[src/rtl/core/ilacc_pkg.sv]
// ----------------------------------------------------------------------------
// ilacc_pkg
// shared types and codes of the instruction-list accumulator unit
// ----------------------------------------------------------------------------
package ilacc_pkg;

    localparam int ADDR_BITS_DEF = 16;
    localparam int QUEUE_DEPTH   = 2;

    typedef enum logic [4:0] {
        OP_LD = 5'd0, OP_LDN = 5'd1, OP_NOT = 5'd2, OP_ADD = 5'd3, OP_SUB = 5'd4,
        OP_MUL = 5'd5, OP_DIV = 5'd6, OP_GT = 5'd7, OP_GE = 5'd8, OP_EQ = 5'd9,
        OP_NE = 5'd10, OP_LE = 5'd11, OP_LT = 5'd12, OP_S = 5'd13, OP_R = 5'd14,
        OP_AND = 5'd15, OP_ANDN = 5'd16, OP_OR = 5'd17, OP_ORN = 5'd18,
        OP_XOR = 5'd19, OP_XORN = 5'd20, OP_ST = 5'd21, OP_STN = 5'd22,
        OP_JMP = 5'd23, OP_JMPC = 5'd24, OP_JMPCN = 5'd25, OP_RET = 5'd26
    } op_t;

    localparam logic [1:0] KIND_NONE = 2'd0;
    localparam logic [1:0] KIND_INT  = 2'd1;
    localparam logic [1:0] KIND_BOOL = 2'd2;

    localparam logic [1:0] EMIT_NONE  = 2'd0;
    localparam logic [1:0] EMIT_VALUE = 2'd1;
    localparam logic [1:0] EMIT_TRUE  = 2'd2;
    localparam logic [1:0] EMIT_FALSE = 2'd3;

    // classified instruction handed from front to back
    typedef struct packed {
        logic [4:0]  action;
        logic [63:0] operand;
        logic        is_div;
        logic        is_mul;
    } instr_t;

endpackage

[src/rtl/core/ilacc_front.sv]
// ----------------------------------------------------------------------------
// ilacc_front
// accepts instructions, classifies them and queues them for the back end
// ----------------------------------------------------------------------------
module ilacc_front
    import ilacc_pkg::*;
(
    input  logic        aclk,
    input  logic        aresetn,
    input  logic        in_valid,
    output logic        in_ready,
    input  logic [4:0]  in_action,
    input  logic [63:0] in_operand,
    output logic        q_valid,
    input  logic        q_ready,
    output instr_t      q_data
);
    instr_t     slot_reg [QUEUE_DEPTH];
    logic       wp_reg, wp_next, rp_reg, rp_next;
    logic [1:0] cnt_reg, cnt_next;
    logic       push, pop;
    instr_t     cls;

    always_comb begin
        cls.action  = in_action;
        cls.operand = in_operand;
        cls.is_div  = (in_action == OP_DIV);
        cls.is_mul  = (in_action == OP_MUL);
    end

    assign in_ready = (cnt_reg != 2'(QUEUE_DEPTH));
    assign q_valid  = (cnt_reg != 2'd0);
    assign q_data   = slot_reg[rp_reg];
    assign push     = in_valid && in_ready;
    assign pop      = q_valid && q_ready;

    always_comb begin
        wp_next  = push ? ~wp_reg : wp_reg;
        rp_next  = pop ? ~rp_reg : rp_reg;
        cnt_next = cnt_reg + 2'(push) - 2'(pop);
    end

    always_ff @(posedge aclk) begin
        if (!aresetn) begin
            wp_reg  <= 1'b0;
            rp_reg  <= 1'b0;
            cnt_reg <= 2'd0;
        end else begin
            wp_reg  <= wp_next;
            rp_reg  <= rp_next;
            cnt_reg <= cnt_next;
        end
    end

    always_ff @(posedge aclk) begin
        if (push) begin
            slot_reg[wp_reg] <= cls;
        end
    end

`ifndef ASSERT_OFF
    a_cnt_range: assert property (@(posedge aclk) disable iff (!aresetn)
        cnt_reg <= 2'(QUEUE_DEPTH)) else $error("queue count out of range");
    a_full_noready: assert property (@(posedge aclk) disable iff (!aresetn)
        (cnt_reg == 2'(QUEUE_DEPTH)) |-> !in_ready) else $error("ready when full");
    a_empty_ptrs: assert property (@(posedge aclk) disable iff (!aresetn)
        (cnt_reg == 2'd0) |-> (wp_reg == rp_reg)) else $error("pointer mismatch");
`endif
endmodule

[src/rtl/core/ilacc_back.sv]
// ----------------------------------------------------------------------------
// ilacc_back
// executes queued instructions on the accumulator, iterative divider
// ----------------------------------------------------------------------------
module ilacc_back
    import ilacc_pkg::*;
#(
    parameter int ADDR_BITS = ADDR_BITS_DEF
) (
    input  logic        aclk,
    input  logic        aresetn,
    input  logic        q_valid,
    output logic        q_ready,
    input  instr_t      q_data,
    output logic        m_valid,
    input  logic        m_ready,
    output logic [63:0] m_acc_value,
    output logic [1:0]  m_acc_kind,
    output logic [1:0]  m_emit_kind,
    output logic [63:0] m_emit_value,
    output logic        m_branch_taken,
    output logic [15:0] m_branch_target,
    output logic        m_halt,
    output logic        m_arith_error
);
    typedef enum logic [3:0] {
        ST_IDLE = 4'b0001, ST_MUL = 4'b0010, ST_DIV = 4'b0100, ST_OUT = 4'b1000
    } state_t;

    state_t      state_reg, state_next;
    logic [63:0] acc_reg, acc_next;
    logic [1:0]  kind_reg, kind_next;
    logic [63:0] opnd_reg;
    logic [4:0]  op_reg;
    // divider
    logic [63:0] quo_reg, rem_reg, dvs_reg;
    logic [6:0]  step_reg;
    logic        neg_reg;
    // multiplier partial products (32x32 each)
    logic [1:0]  mstep_reg;
    logic [63:0] mprod_reg;
    logic [63:0] pp;
    logic [31:0] ma, mb;

    logic [63:0] r_emit_val;
    logic [1:0]  r_emit_kind;
    logic        r_taken, r_halt, r_err;
    logic [63:0] trial;
    logic [64:0] rem_sh;
    logic        issue, out_free;

    assign out_free = !m_valid || m_ready;
    // side fields of a waiting result are written at issue, so hold issue until it leaves
    assign q_ready  = (state_reg == ST_IDLE) && out_free;
    assign issue    = q_valid && q_ready;

    // combinational terms for the ops
    logic        acc_t, arg_t, isb, sgt_ao, sgt_oa, div_bad;
    logic [63:0] arg;
    always_comb begin
        arg    = q_data.operand;
        acc_t  = (acc_reg != 64'd0);
        arg_t  = (arg != 64'd0);
        isb    = (kind_reg == KIND_BOOL);
        sgt_ao = ($signed(acc_reg) > $signed(arg));
        sgt_oa = ($signed(arg) > $signed(acc_reg));
        div_bad = !arg_t || (acc_reg == 64'h8000_0000_0000_0000 && arg == '1);
    end

    // mul: low 64 bits = al*bl + ((ah*bl + al*bh) << 32)
    always_comb begin
        case (mstep_reg)
            2'd0:    begin ma = acc_reg[31:0];  mb = opnd_reg[31:0];  end
            2'd1:    begin ma = acc_reg[63:32]; mb = opnd_reg[31:0];  end
            default: begin ma = acc_reg[31:0];  mb = opnd_reg[63:32]; end
        endcase
        pp = ma * mb;
    end

    assign rem_sh = {rem_reg, quo_reg[63]};
    assign trial  = rem_sh[63:0] - dvs_reg;

    always_comb begin
        state_next = state_reg;
        acc_next   = acc_reg;
        kind_next  = kind_reg;
        case (state_reg)
            ST_IDLE: begin
                if (issue) begin
                    case (q_data.action)
                        OP_LD:  begin acc_next = arg; kind_next = KIND_INT; end
                        OP_LDN: begin acc_next = 64'd0 - arg; kind_next = KIND_INT; end
                        OP_NOT: begin
                            if (kind_reg == KIND_INT) acc_next = 64'd0 - acc_reg;
                            else if (isb) acc_next = {63'd0, !acc_t};
                            else acc_next = 64'd0;
                        end
                        OP_ADD: acc_next = acc_reg + arg;
                        OP_SUB: acc_next = acc_reg - arg;
                        OP_GT:  begin acc_next = {63'd0, sgt_ao}; kind_next = KIND_BOOL; end
                        OP_GE:  begin acc_next = {63'd0, !sgt_oa}; kind_next = KIND_BOOL; end
                        OP_EQ:  begin acc_next = {63'd0, acc_reg == arg}; kind_next = KIND_BOOL; end
                        OP_NE:  begin acc_next = {63'd0, acc_reg != arg}; kind_next = KIND_BOOL; end
                        OP_LE:  begin acc_next = {63'd0, !sgt_ao}; kind_next = KIND_BOOL; end
                        OP_LT:  begin acc_next = {63'd0, sgt_oa}; kind_next = KIND_BOOL; end
                        OP_AND: begin acc_next = {63'd0, acc_t && arg_t}; kind_next = KIND_BOOL; end
                        OP_ANDN: begin acc_next = {63'd0, acc_t && !arg_t}; kind_next = KIND_BOOL; end
                        OP_OR:  begin acc_next = {63'd0, acc_t || arg_t}; kind_next = KIND_BOOL; end
                        OP_ORN: begin acc_next = {63'd0, acc_t || !arg_t}; kind_next = KIND_BOOL; end
                        OP_XOR: begin acc_next = acc_reg ^ arg; kind_next = KIND_BOOL; end
                        OP_XORN: begin acc_next = acc_reg ^ {63'd0, !arg_t}; kind_next = KIND_BOOL; end
                        default: ;
                    endcase
                    if (q_data.is_mul) state_next = ST_MUL;
                    else if (q_data.is_div && !div_bad) state_next = ST_DIV;
                    else state_next = ST_OUT;
                end
            end
            ST_MUL: begin
                if (mstep_reg == 2'd2) begin
                    acc_next   = mprod_reg + {pp[31:0], 32'd0};
                    state_next = ST_OUT;
                end
            end
            ST_DIV: begin
                if (step_reg == 7'd64) begin
                    acc_next   = neg_reg ? 64'd0 - quo_reg : quo_reg;
                    state_next = ST_OUT;
                end
            end
            ST_OUT: begin
                if (out_free) state_next = ST_IDLE;
            end
            default: state_next = ST_IDLE;
        endcase
    end

    // result fields computed from pre-instruction state at issue
    always_comb begin
        r_emit_kind = EMIT_NONE;
        r_emit_val  = 64'd0;
        r_taken     = 1'b0;
        r_halt      = 1'b0;
        r_err       = 1'b0;
        case (q_data.action)
            OP_DIV: r_err = div_bad;
            OP_S:   if (isb && acc_reg == 64'd1) r_emit_kind = EMIT_TRUE;
            OP_R:   if (isb && !acc_t) r_emit_kind = EMIT_FALSE;
            OP_ST:  begin r_emit_kind = EMIT_VALUE; r_emit_val = acc_reg; end
            OP_STN: if (kind_reg == KIND_INT) begin
                r_emit_kind = EMIT_VALUE; r_emit_val = 64'd0 - acc_reg;
            end
            OP_JMP:   r_taken = 1'b1;
            OP_JMPC:  r_taken = isb && acc_reg == 64'd1;
            OP_JMPCN: r_taken = isb && !acc_t;
            OP_RET:   r_halt = 1'b1;
            default: ;
        endcase
    end

    localparam int TB = (ADDR_BITS < 16) ? ADDR_BITS : 16;
    logic [15:0] tgt;
    assign tgt = r_taken ? 16'(arg[TB-1:0]) : 16'd0;

    always_ff @(posedge aclk) begin
        if (!aresetn) begin
            state_reg <= ST_IDLE;
            acc_reg   <= 64'd0;
            kind_reg  <= KIND_NONE;
            m_valid   <= 1'b0;
        end else begin
            state_reg <= state_next;
            acc_reg   <= acc_next;
            kind_reg  <= kind_next;
            if (state_reg == ST_OUT && out_free) m_valid <= 1'b1;
            else if (m_ready) m_valid <= 1'b0;
        end
    end

    always_ff @(posedge aclk) begin
        if (issue) begin
            op_reg          <= q_data.action;
            opnd_reg        <= arg;
            m_emit_kind     <= r_emit_kind;
            m_emit_value    <= r_emit_val;
            m_branch_taken  <= r_taken;
            m_branch_target <= tgt;
            m_halt          <= r_halt;
            m_arith_error   <= r_err;
            mstep_reg       <= 2'd0;
            step_reg        <= 7'd0;
            quo_reg         <= acc_reg[63] ? 64'd0 - acc_reg : acc_reg;
            dvs_reg         <= arg[63] ? 64'd0 - arg : arg;
            rem_reg         <= 64'd0;
            neg_reg         <= acc_reg[63] ^ arg[63];
        end else begin
            if (state_reg == ST_MUL) begin
                mstep_reg <= mstep_reg + 2'd1;
                if (mstep_reg == 2'd0) mprod_reg <= pp;
                else mprod_reg <= mprod_reg + {pp[31:0], 32'd0};
            end
            if (state_reg == ST_DIV && step_reg != 7'd64) begin
                step_reg <= step_reg + 7'd1;
                if (!rem_sh[64] && rem_sh[63:0] < dvs_reg) begin
                    rem_reg <= rem_sh[63:0];
                    quo_reg <= {quo_reg[62:0], 1'b0};
                end else begin
                    rem_reg <= trial;
                    quo_reg <= {quo_reg[62:0], 1'b1};
                end
            end
        end
        if (state_reg == ST_OUT && out_free) begin
            m_acc_value <= acc_reg;
            m_acc_kind  <= kind_reg;
        end
    end

`ifndef ASSERT_OFF
    a_hold: assert property (@(posedge aclk) disable iff (!aresetn)
        (m_valid && !m_ready) |=> $stable(m_acc_value)) else $error("result changed");
    a_busy: assert property (@(posedge aclk) disable iff (!aresetn)
        (state_reg != ST_IDLE) |-> !q_ready) else $error("issue while busy");
    a_divlen: assert property (@(posedge aclk) disable iff (!aresetn)
        (state_reg == ST_DIV) |-> (step_reg <= 7'd64)) else $error("divide overrun");
    a_op: assert property (@(posedge aclk) disable iff (!aresetn)
        (state_reg == ST_MUL) |-> (op_reg == OP_MUL)) else $error("mul state bad op");
`endif
endmodule

[src/rtl/core/instruction_list_accumulator_unit_core.sv]
// ----------------------------------------------------------------------------
// instruction_list_accumulator_unit_core
// execute unit of an instruction-list accumulator machine
// ----------------------------------------------------------------------------
// One result per instruction. A front queue of two entries takes requests
// while the back end works. Most instructions pass from the queue read and
// execute step to the output register, and the back end takes no new request
// until the last one has left execute; MUL steps through a shared 32x32
// multiplier, and a valid DIV runs in the bit-serial restoring divider,
// which is the slowest path. Faulting divides finish in the short path. A
// result left waiting on m_ready holds the back end until it is taken.
module instruction_list_accumulator_unit_core
    import ilacc_pkg::*;
#(
    parameter int ADDR_BITS = ADDR_BITS_DEF
) (
    input  logic        aclk,
    input  logic        aresetn,
    input  logic        s_valid,
    output logic        s_ready,
    input  logic [4:0]  s_action,
    input  logic [63:0] s_operand,
    output logic        m_valid,
    input  logic        m_ready,
    output logic [63:0] m_acc_value,
    output logic [1:0]  m_acc_kind,
    output logic [1:0]  m_emit_kind,
    output logic [63:0] m_emit_value,
    output logic        m_branch_taken,
    output logic [15:0] m_branch_target,
    output logic        m_halt,
    output logic        m_arith_error
);
    // queue between front and back
    logic   q_valid, q_ready;
    instr_t q_data;

    ilacc_front u_front (
        .aclk(aclk), .aresetn(aresetn),
        .in_valid(s_valid), .in_ready(s_ready),
        .in_action(s_action), .in_operand(s_operand),
        .q_valid(q_valid), .q_ready(q_ready), .q_data(q_data)
    );

    // execute with accumulator state
    ilacc_back #(.ADDR_BITS(ADDR_BITS)) u_back (
        .aclk(aclk), .aresetn(aresetn),
        .q_valid(q_valid), .q_ready(q_ready), .q_data(q_data),
        .m_valid(m_valid), .m_ready(m_ready),
        .m_acc_value(m_acc_value), .m_acc_kind(m_acc_kind),
        .m_emit_kind(m_emit_kind), .m_emit_value(m_emit_value),
        .m_branch_taken(m_branch_taken), .m_branch_target(m_branch_target),
        .m_halt(m_halt), .m_arith_error(m_arith_error)
    );
endmodule
[config.mk]
export PLATFORM = sky130hd
export DESIGN_NAME = instruction_list_accumulator_unit_core
export DESIGN_NICKNAME = d
export VERILOG_FILES = /design/src/rtl/core/ilacc_pkg.sv /design/src/rtl/core/ilacc_front.sv /design/src/rtl/core/ilacc_back.sv /design/src/rtl/core/instruction_list_accumulator_unit_core.sv
export SDC_FILE = /design/constraint.sdc
export NUM_CORES = 2
export LEC_CHECK = 0
export ABC_AREA = 1
export BUFFER_PORTS_ARGS = -buffer_cell sky130_fd_sc_hd__buf_2
export CORE_UTILIZATION = 25
export CTS_BUF_LIST = sky130_fd_sc_hd__clkbuf_4
export DETAILED_ROUTE_END_ITERATION = 8
export SLEW_MARGIN = 10
export SYNTH_ARGS = -nofsm -noshare
export SYNTH_HDL_FRONTEND = slang
export SYNTH_SLANG_ARGS = --single-unit
[constraint.sdc]
create_clock -name aclk -period 12.4 [get_ports aclk]
set_clock_uncertainty 0.1 [all_clocks]
set_input_delay 3.1 -clock aclk [delete_from_list [all_inputs] [get_ports aclk]]
set_output_delay 3.1 -clock aclk [all_outputs]
set_load 0.05 [all_outputs]
==> summary by stage <==
Global route
The met1 usage in global routing is 32.2%. The global-route wire length before repair is 646 mm. Global routing used 25.8% of the available tracks across all layers.

The total global routing overflow is 0. The number of antenna violations at the first check in global routing was 61. The maximum number of pins on one net before global-route repair is 90. The via count of the first global-routing pass came to 84866. The routing layer with the top usage in global route is met2. Global routing used 7.33% of the available met3 tracks. Global routing used 39.0% of the available met2 tracks.

Worst hold path
The cell depth of the worst hold path is 1. In this run the worst hold path is classified as register to register.

Synth
Counting flops with an async set or reset pin after synthesis yields a share of 0%. Summing the areas of all compound-gate instances in the mapped netlist gives 12.4% of the synthesized area. The net count after synthesis is 13406. In the synthesized netlist the dominant register cell turns out to be sky130_fd_sc_hd__edfxtp_1.

After synthesis, flip-flops and latches occupy 22.2% of the total area. The post-synthesis cell count is 11869. The number of enable flip-flop cells after synthesis is 549.

The count of state elements after synthesis is 698. The portion of synthesized area spent on multiplexers is 0.0114%. Summing the areas of all and, or, nand and nor instances in the mapped netlist gives 24.4% of the synthesized area. The synthesized cell area is 0.0877 mm^2.

In this run, distinct cell masters in the synthesized netlist total 68. The number of warning messages in the yosys log is 0. The area share of xor/xnor cells in the synthesized design is 1.78%.

By area, the combinational part of the netlist is dominated by adder cells. The mean post-synth cell area is 7.39 um^2. The adder and majority cell fraction of the synthesized area is 28.6%.

Clock network
TritonCTS built the clock tree. The largest buffer count on any clock path is 4. Counting the buffers created by CTS gives 196. The number of hold-repair buffers added at the cts stage is 0. The clock reaches the later pin of the worst-skew pair after 1.32 ns. The number of clock sinks is 698. The count of buffers added by post-CTS timing repair for setup is 0. The count of H-tree levels built during CTS is 4. The number of gates given a new drive strength after cts is 0. Clock-pin slew was measured on the worst setup and hold paths at 0.07 ns.

The tree is rooted in a sky130_fd_sc_hd__clkbuf_4.

Layout
The area of combinational cells with multiple inputs is 0.0593 mm^2. The ratio of cells with drive above 1 in the final layout is 8.95%. The register area is 0.0195 mm^2.

The commonest non-fill, non-tap cell in the layout is sky130_fd_sc_hd__nand2_1. The register with the most flip-flops in the layout has 142 of them. The net count reported at finish is 13668.

Relative to the synthesized area, the layout overhead comes to 11.7%. Fill cells in the final layout number 38691. In the layout the commonest cells are sky130_fd_sc_hd__nand2_1, sky130_fd_sc_hd__inv_1, sky130_fd_sc_hd__nor2_1, sky130_fd_sc_hd__fa_1, sky130_fd_sc_hd__o21ai_0.

Detailed routing
After detailed routing, the number of remaining DRC violations is 0. The length of the first detailed-routing pass in iterations is 7. After detailed routing, the average wire length per cell comes to 27.8 um. Once detail routing completed, the nets flagged for antenna violations numbered 0. The count of routing violations after the opening detailed-route iteration is 11570.

The overall routed net length is 470 mm. The detailed router placed 88659 vias in this run. The routed via count divided by cell count is 5.23.

Timing
At the pin with the least slew margin, the transition time is 1.44 ns. The final sum of negative setup slack is 0 ns. The final hold violation count is 0. The normalized max-slew margin is 3.05%. The shortest period the worst path allows is 11.03 ns. The tightest hold path in the finished design has a slack of 0.359 ns. The final critical path takes up 88.9% of the cycle. The fmax is 90.7 MHz. Setup repair after global routing left no endpoint under its margin. The number of slew-limit violations in the final report is 0. The final count of negative-setup-slack endpoints is 0.

Critical path
STA puts the critical path data arrival time at 12.08 ns. The critical setup path kind is register to register. In this design, the critical path's most frequently occurring cell is sky130_fd_sc_hd__inv_1.

The required time of the critical path is 13.45 ns. On the worst path, the slowest cell contributes a delay of 0.64 ns. The number of cell instances on the worst register-to-register path is 42. The cell type of the slowest stage on the worst timing path is sky130_fd_sc_hd__inv_1. The maximum fanout count along the critical path is 22. The kind of end point of the critical path is a register. STA classifies the critical path startpoint as a register.

Floorplanning
The full die area is 0.353 mm^2. The floorplan step set the die height to 594 um. The I/O pin total is 226.

The starting density of the core is 25.1%. The floorplan die width is 594 um. The standard-cell row count is 217.

In this run the standard cell core region covers 0.349 mm^2.

Placed design
Input and output buffers added on the ports amount to 225. The final RePlAce weighted congestion is 1.08. The placed wire-length estimate is 384 mm.

Outcome
The flow ran to the end, and the final reports show no timing, DRC or antenna violations.

Run
Max-cap violations in this run came to 0.
-- path summary, 6_finish.rpt --
check                       from            endpoint  slack, ns
max          u_back.mstep_reg[0]  u_back.acc_reg[56]       1.37
min           u_back.step_reg[6]  u_back.step_reg[6]       0.36
max reg2reg  u_back.mstep_reg[0]  u_back.acc_reg[56]       1.37
min reg2reg   u_back.step_reg[6]  u_back.step_reg[6]       0.36
-- cell type report --
type	count	share of cell area, %
inverters	2012	7.72
diodes	58	0.148
clock buffers	270	2.07
repair buffers	496	3.25
clock inverters	77	0.516
flip-flops and latches	698	19.9
well taps	4599	5.88
multi-input cells	8727	60.5
-- metrics by stage --
step	cells	setup WS, ns	utilization [%]	cell area (um^2)
finish	16937	1.37	28.0	97900
CTS	16878	1.57	28.0	97800
global route	16900	0.830	28.0	97800
floorplan	11869	1.09	-	87700
detailed placement	16531	1.63	27.3	95200
global placement	16531	1.51	27.3	95200
-- worst max-delay path: cells and delay by family, from the launching register on --
kind	cells	cell delay, ns
XOR/XNOR	1	0.53
adder cells (fa/ha/maj)	11	4.77
flip-flops	1	0.34
buffers and inverters	12	2.13
AND/OR/NAND/NOR	14	2.07
AO/OA/AOI/OAI	4	0.95
-- synthesized netlist by cell type, drive strengths merged (40+ instances only) --
| library cell | n | share of area, % |
|---|---|---|
| inv | 1984 | 8.5 |
| xor2 | 139 | 1.4 |
| nor2 | 1544 | 6.8 |
| fa | 900 | 21 |
| o21ai | 861 | 5.0 |
| nor4 | 44 | 0.32 |
| o211ai | 40 | 0.34 |
| nand3 | 531 | 3.0 |
| o21a | 47 | 0.40 |
| nand4 | 138 | 0.98 |
| a31oi | 44 | 0.32 |
| ha | 564 | 8.0 |
| o22ai | 41 | 0.29 |
| edfxtp | 549 | 19 |
| dfxtp | 149 | 3.4 |
| buf | 73 | 0.54 |
| nor3 | 133 | 0.78 |
| a21o | 46 | 0.39 |
| or2 | 71 | 0.51 |
| a21oi | 695 | 4.0 |
| nand2 | 2611 | 11 |
| clkbuf | 359 | 1.5 |
| o21bai | 55 | 0.47 |
-- kinds of logic after synthesis --
logic type	count (synthesis)
xor gates and xnor gates	178
buffers and inverters	2444
DFF	698
adders and majority gates	1464
AOI/OAI and AO/OA	1959
muxes	1
and+or+nand+nor	5125
-- routing by layer --
metal  part of all wire [%]  vias to the layer above  wire [um]
met4                    7.6                       36      35700
met1                     38                    43210     180000
met5                  0.087                        -        409
met3                     11                     1178      53200
li1                       -                    38563          -
met2                     43                     5672     200000
Power is not shown: default switching activity piles up to over one toggle a cycle in this logic, so the estimate is an artifact.
